File: src/rtl/bhfl_pkg.sv
// ----------------------------------------------------------------------------
// bhfl_pkg
// Types and constants shared by the bump heap allocator modules.
// ----------------------------------------------------------------------------
package bhfl_pkg;

	localparam int unsigned ADDR_W = 64;
	localparam int unsigned SIZE_W = 33;
	localparam int unsigned RSIZE_W = 34;
	localparam int unsigned HSIZE_W = 41;
	localparam int unsigned ALIGN_W = 6;
	localparam int unsigned STATUS_W = 3;
	localparam int unsigned CFG_IDX_W = 2;

	localparam logic [ADDR_W-1:0] HEAP_BASE_RST = 64'h0000_0600_0000_0000;
	localparam logic [HSIZE_W-1:0] HEAP_SIZE_RST = 41'h001_0000_0000;

	localparam logic [CFG_IDX_W-1:0] REG_HEAP_BASE = 2'd0;
	localparam logic [CFG_IDX_W-1:0] REG_HEAP_SIZE = 2'd1;
	localparam logic [CFG_IDX_W-1:0] REG_BUMP_START = 2'd2;

	localparam logic [STATUS_W-1:0] ST_OK = 3'd0;
	localparam logic [STATUS_W-1:0] ST_ZERO = 3'd1;
	localparam logic [STATUS_W-1:0] ST_OOM = 3'd2;
	localparam logic [STATUS_W-1:0] ST_OVERFLOW = 3'd3;
	localparam logic [STATUS_W-1:0] ST_BADADDR = 3'd4;
	localparam logic [STATUS_W-1:0] ST_FULL = 3'd5;

	typedef struct packed {
		logic kind;
		logic [SIZE_W-1:0] block_size;
		logic [ALIGN_W-1:0] align_log2;
		logic [ADDR_W-1:0] block_address;
	} req_t;

	typedef struct packed {
		logic [STATUS_W-1:0] status;
		logic [ADDR_W-1:0] granted_address;
		logic reused;
	} rsp_t;

	typedef enum logic [3:0] {
		S_IDLE,
		S_CHECK,
		S_SCAN_RD,
		S_SCAN_CHK,
		S_MOVE_RD,
		S_MOVE_WR,
		S_BUMP1,
		S_BUMP2,
		S_FREE1,
		S_FREE2,
		S_DONE
	} state_t;

	typedef struct packed {
		logic load;
		logic set_zero;
		logic idx_clr;
		logic idx_inc;
		logic rd_scan;
		logic rd_next;
		logic wr_move;
		logic take_hit;
		logic dec_count;
		logic bump1;
		logic bump2;
		logic free1;
		logic free2;
		logic push;
	} cmd_t;

	typedef struct packed {
		logic size_zero;
		logic is_free;
		logic scan_end;
		logic hit;
		logic move_end;
	} sts_t;

endpackage

File: src/rtl/bhfl_ctrl.sv
// ----------------------------------------------------------------------------
// bhfl_ctrl
// Sequencer: walks each request through search, compaction, placement or
// release, and owns the result valid flag.
// ----------------------------------------------------------------------------
module bhfl_ctrl (
	input  logic clk,
	input  logic arst_n,
	input  logic req_valid,
	output logic req_ready,
	output logic rsp_valid,
	input  logic rsp_ready,
	input  bhfl_pkg::sts_t sts,
	output bhfl_pkg::cmd_t cmd
);

	bhfl_pkg::state_t state_q, state_nxt;
	logic rsp_valid_q;
	logic slot_free;

	assign slot_free = !rsp_valid_q || rsp_ready;

	always_ff @(posedge clk or negedge arst_n) begin
		if (!arst_n) begin
			state_q <= bhfl_pkg::S_IDLE;
			rsp_valid_q <= 1'b0;
		end else begin
			state_q <= state_nxt;
			if (cmd.push) begin
				rsp_valid_q <= 1'b1;
			end else if (rsp_ready) begin
				rsp_valid_q <= 1'b0;
			end
		end
	end

	always_comb begin
		state_nxt = state_q;
		unique case (state_q)
			bhfl_pkg::S_IDLE: if (req_valid) state_nxt = bhfl_pkg::S_CHECK;
			bhfl_pkg::S_CHECK: begin
				if (sts.size_zero) state_nxt = bhfl_pkg::S_DONE;
				else if (sts.is_free) state_nxt = bhfl_pkg::S_FREE1;
				else state_nxt = bhfl_pkg::S_SCAN_RD;
			end
			bhfl_pkg::S_SCAN_RD: begin
				if (sts.scan_end) state_nxt = bhfl_pkg::S_BUMP1;
				else state_nxt = bhfl_pkg::S_SCAN_CHK;
			end
			bhfl_pkg::S_SCAN_CHK: begin
				if (sts.hit) state_nxt = bhfl_pkg::S_MOVE_RD;
				else state_nxt = bhfl_pkg::S_SCAN_RD;
			end
			bhfl_pkg::S_MOVE_RD: begin
				if (sts.move_end) state_nxt = bhfl_pkg::S_DONE;
				else state_nxt = bhfl_pkg::S_MOVE_WR;
			end
			bhfl_pkg::S_MOVE_WR: state_nxt = bhfl_pkg::S_MOVE_RD;
			bhfl_pkg::S_BUMP1: state_nxt = bhfl_pkg::S_BUMP2;
			bhfl_pkg::S_BUMP2: state_nxt = bhfl_pkg::S_DONE;
			bhfl_pkg::S_FREE1: state_nxt = bhfl_pkg::S_FREE2;
			bhfl_pkg::S_FREE2: state_nxt = bhfl_pkg::S_DONE;
			bhfl_pkg::S_DONE: if (slot_free) state_nxt = bhfl_pkg::S_IDLE;
			default: state_nxt = bhfl_pkg::S_IDLE;
		endcase
	end

	always_comb begin
		cmd = '0;
		req_ready = 1'b0;
		unique case (state_q)
			bhfl_pkg::S_IDLE: begin
				req_ready = 1'b1;
				cmd.load = req_valid;
			end
			bhfl_pkg::S_CHECK: begin
				cmd.set_zero = sts.size_zero;
				cmd.idx_clr = 1'b1;
			end
			bhfl_pkg::S_SCAN_RD: cmd.rd_scan = !sts.scan_end;
			bhfl_pkg::S_SCAN_CHK: begin
				cmd.take_hit = sts.hit;
				cmd.idx_inc = !sts.hit;
			end
			bhfl_pkg::S_MOVE_RD: begin
				cmd.dec_count = sts.move_end;
				cmd.rd_next = !sts.move_end;
			end
			bhfl_pkg::S_MOVE_WR: begin
				cmd.wr_move = 1'b1;
				cmd.idx_inc = 1'b1;
			end
			bhfl_pkg::S_BUMP1: cmd.bump1 = 1'b1;
			bhfl_pkg::S_BUMP2: cmd.bump2 = 1'b1;
			bhfl_pkg::S_FREE1: cmd.free1 = 1'b1;
			bhfl_pkg::S_FREE2: cmd.free2 = 1'b1;
			bhfl_pkg::S_DONE: cmd.push = slot_free;
			default: cmd = '0;
		endcase
	end

	assign rsp_valid = rsp_valid_q;

endmodule

File: config.mk
export PLATFORM = sky130hd
export DESIGN_NAME = bhfl_ctrl
export DESIGN_NICKNAME = d
export VERILOG_FILES = /design/src/rtl/bhfl_pkg.sv /design/src/rtl/bhfl_ctrl.sv
export SDC_FILE = /design/constraint.sdc
export NUM_CORES = 1
export LEC_CHECK = 0
export ABC_CLOCK_PERIOD_IN_PS = 1040
export BUFFER_PORTS_ARGS = -buffer_cell sky130_fd_sc_hd__buf_4
export CORE_AREA = 2 2 41 43
export DETAILED_ROUTE_END_ITERATION = 10
export DIE_AREA = 0 0 43 45
export GPL_ROUTABILITY_DRIVEN = 0
export PLACE_DENSITY = 0.69
export SYNTH_ARGS = -nofsm -noshare
export SYNTH_HDL_FRONTEND = slang
export SYNTH_SLANG_ARGS = --single-unit
export TNS_END_PERCENT = 50
File: constraint.sdc
create_clock -name clk -period 1.04 [get_ports clk]
set_input_delay 0.052 -clock clk [delete_from_list [all_inputs] [get_ports clk]]
set_output_delay 0.052 -clock clk [all_outputs]
set_load 0.05 [all_outputs]
# Word level (Yosys, flattened, before mapping)
# Cells that the tools add are included.
# Widths: inputs -> output; s select.
dict set report word_totals {
  ff_bits 5
  inputBits 9
  out_inout_bits 16
}
dict set report op_classes {
  n_reduce_logical 9
  n_mux 24
  eq_ne 12
}
# cell count
set ops {}
lappend ops {{$pmux 4 s10} 1}
lappend ops {{$mux 4} 5}
lappend ops {{$eq 4x3->1 const B} 4}
lappend ops {{$mux 1} 14}
lappend ops {{$eq 4x4->1 const B} 3}
lappend ops {{$eq 4x2->1 const B} 2}
lappend ops {{$mux 3} 2}
lappend ops {{$eq 4x1->1 const B} 1}
lappend ops {{$logic_not 1->1} 4}
lappend ops {{$logic_not 4->1} 1}
lappend ops {{$ne 2x2->1 const B} 2}
lappend ops {{$mux 2} 1}
lappend ops {{$pmux 1 s2} 1}
lappend ops {{$reduce_and 2->1} 1}
lappend ops {{$reduce_bool 2->1} 1}
lappend ops {{$reduce_or 2->1} 1}
lappend ops {{$logic_or 1x1->1} 1}

# Longest topological paths before layout
dict set report depth {
  word_depth 4
  ltp_mapped 5
  ltp_nobuf 3
}

# Worst setup path before layout
# Ideal clock, no wire load.
dict set report synth_path {
  path_type {register -> output}
  startpoint {register state_q[2]}
  endpoint {output port cmd[9] (netlist bit)}
  n_path_buf 2
  arrival_time_ns 2.222
  path_stages_with_launch 4
  slack_ns -1.234
  required_ns 0.988
  path_cell_list {dfrtp_1 > clkbuf_8 > buf_2 > nor4_1}
}
# item line_no
set synth_lines {}
lappend synth_lines {{start: declaration} bhfl_ctrl.sv:17} ;# bhfl_pkg::state_t state_q, state_nxt;
lappend synth_lines {{start signal: assignment} bhfl_ctrl.sv:25} ;# state_q <= bhfl_pkg::S_IDLE;
lappend synth_lines {{start signal: assignment} bhfl_ctrl.sv:28} ;# state_q <= state_nxt;
lappend synth_lines {{end: declaration} bhfl_ctrl.sv:14} ;# output bhfl_pkg::cmd_t cmd

==> qor.csv <==
metric,value,unit
"Period Utilization, post-route",145,%
H-Tree Depth,1,
post-synth cell types,35,
synthesized area,579,µm²
"Seq/Total Area, Yosys",21.6,%
clock tree buffer depth,2,
pin count of the biggest net entering global routing,11,
setup TNS,-7250,ps
yosys warns,0,
Crit. End Element,output pin,
die width,43,µm
Max IR drop VDD,1.69,mV
Top Ports,25,
Area Growth Syn to Fin,114,%
Residual DRC,0,
vias,690,
total CTS buffers,3,
RSZ-0062 raised after global routing,true,
DR WL/cell,16.9,µm
cell-internal power,0.00202,W
status,finished with violations,
Port Buffers,24,
Placed Cells,111,
share of cells above drive strength 1,76.3,%
first-pass GRT wire length,3.17,mm
GRT Resource Usage Total,22.6,%
Routed WL,2.19,mm
Flop pwr share,10.6,%
Post-Synthesis Cells,62,
initial antenna violation count,0,
vias per cell,5.31,
max-slew violations,0,
CP Class,flip-flop to output pin,
"Reg clk slew, reported paths",40,ps
Final Setup Violations,20,
failing checks,negative setup slack,
drt pass-1 iters,4,
Die Y,45,µm
final core occ,84.3,%
switching part of the total,48.0,%
fmax,0.663,GHz
worst relative slew slack,82.9,%
Psw,0.00186,W
Final Hold Vio Count,0,
worst slew pin tran,249,ps
fin area,0.00124,mm²
synthesized flop and latch total,5,
Syn Nets,71,
Overflow after GRT,0,
worst-skew pair later-pin latency,250,ps
nets,124,
Initial Utilization,39.4,%
Leak,0.557,nW
smallest setup slack after layout,-467,ps
PD cells,3130,mW/mm²
DP Wirelength,1.19,mm
CP required,990,ps
Synth Area per Inst,9.34,µm²
DRT iter0 DRCs,8,
clock share of power,6.1,%
CP arrival,1460,ps
Root Buffer,clkbuf_4,
Row Count,14,
Finished Layout Cells,130,
# Max-Cap Violations,0,
post-layout min period,1510,ps
Post-Place Cell Area,913,µm²
Die ar.,0.00194,mm²
class of the worst hold path,input pin to flip-flop,
antenna diode count,0,
vias in the first global route,695,
Clock Skew,2.49,ps
worst-path maximum fanout,6,
Startpoint Class,flip-flop,
CTS tree,yes,
CTS sink cnt,5,
Tot Pwr,0.00388,W
antenna-violating nets left,0,
Comb pwr share,83.3,%
core area,0.00147,mm²
==> routing by layer <==
layer | track usage, % | up-vias | share of wire [%]
li1 | - | 330 | -
met1 | 27.3 | 324 | 40
met2 | 38.5 | 30 | 54
met3 | 4.00 | 6 | 5.0
met4 | 12.1 | 0 | 1.7
met5 | 0 | - | 0
==> worst max-delay path: stages (launching register included) <==
cell     delay [ps]
dfrtp_1         400
buf_6           150
nor4b_4         300
nor2b_4         190
buf_6           160
==> worst paths after layout <==
kind	from	endpoint	slack, ps	depth (start not counted)
worst min register to register	rsp_valid	rsp_valid	610	2
worst max-delay path	state_q[1]	cmd[8]	-470	4
min in group asynchronous	arst_n	state_q[2]	140	2
max in group asynchronous	arst_n	state_q[3]	770	2
worst min-delay path	sts[4]	state_q[1]	80	3
worst max register to register	state_q[0]	state_q[2]	-350	5
==> per-stage QoR <==
step,hold WS [ps],worst slack [ps]
finish,77.3,-467
global route,86.1,-535
CTS,65.3,-458
detailed placement,-143,-249
global placement,-145,-216
floorplan,-244,-624
==> power groups by stage <==
stage	Combinational [W]	Clock, W	Sequential, W
finish	0.00323	0.000237	0.000410
global placement	0.00221	0	0.000456
global route	0.00339	0.000257	0.000419
floorplan	0.00166	0	0.000432
detailed placement	0.00224	0	0.000465
CTS	0.00285	0.000237	0.000396
==> cells in the mapped netlist <==
master	instances	area share [%]
nor4b_4	1	4.1
and3b_1	1	1.5
mux2i_1	1	1.7
and2b_1	1	1.3
o21ai_0	2	1.7
nor2b_1	2	2.2
nor2_1	6	3.9
nor4_1	1	1.1
o211ai_1	1	1.3
clkbuf_8	1	2.4
o2bb2a_4	1	3.5
nand4bb_1	1	1.9
buf_2	1	0.86
nor3_1	2	1.7
a31oi_1	1	1.1
o21ai_1	1	0.86
and2b_2	2	3.0
a21oi_1	4	3.5
nand2b_1	6	6.5
nand2_1	2	1.3
nand4_1	1	1.1
nor3b_2	1	2.2
and2_2	1	1.3
mux2_2	1	1.9
nand3b_1	1	1.3
dfrtp_1	5	22
inv_1	1	0.65
o21ai_2	1	1.5
nor4b_2	2	5.2
and2_1	2	2.2
o311ai_1	1	1.5
o211a_1	1	1.7
buf_6	4	7.8
nor4_4	1	3.7
or2_2	1	1.1
==> cell usage in the layout, fill, tap and decap left out, types with 2 or more instances in the layout <==
cell,n
dfrtp_1,3
buf_6,19
dfrtp_2,2
o21ai_1,3
a21oi_1,2
buf_4,28
nor2_4,3
nor2_1,2
and2b_2,2
a21oi_2,2
nor2b_4,2
nor4_4,2
nand2b_4,3
nor4b_4,3
and2_4,2
nand2b_1,3
buf_8,5
clkbuf_4,3
==> logic make-up (layout without fill, tap and decap cells) <==
| group | Yosys count | count (layout) | synth area share [%] |
|---|---|---|---|
| AO/OA/AOI/OAI | 13 | 13 | 16.6 |
| multiplexers | 2 | 2 | 3.67 |
| buffers and inverters | 7 | 59 | 11.7 |
| flip-flops | 5 | 5 | 21.6 |
| AND/OR/NAND/NOR | 35 | 35 | 46.4 |
==> area by class of cell <==
| cell class | count | area (µm²) |
|---|---|---|
| inverter | 1 | 3.75 |
| tap | 16 | 20.0 |
| fill | 77 | 231 |
| sequential | 5 | 128 |
| multi-input combinational | 50 | 533 |
| timing repair buffer | 54 | 529 |
| clock buffer | 4 | 26.3 |
==> what timing repair did <==
action                                  CTS  global route
pin swaps                                 8             4
endpoints found under the setup margin   20            20
hold endpoints to repair                  5             0
setup buffers                             9             5
resized for setup                        28            20
gates cloned                              0             0
hold buffers                              1             0
==> state kept, by name, indices dropped and copies added, names as in the netlist <==
register,flops
rsp_valid,1
state_q,4
(Power assumes the default switching activity.)
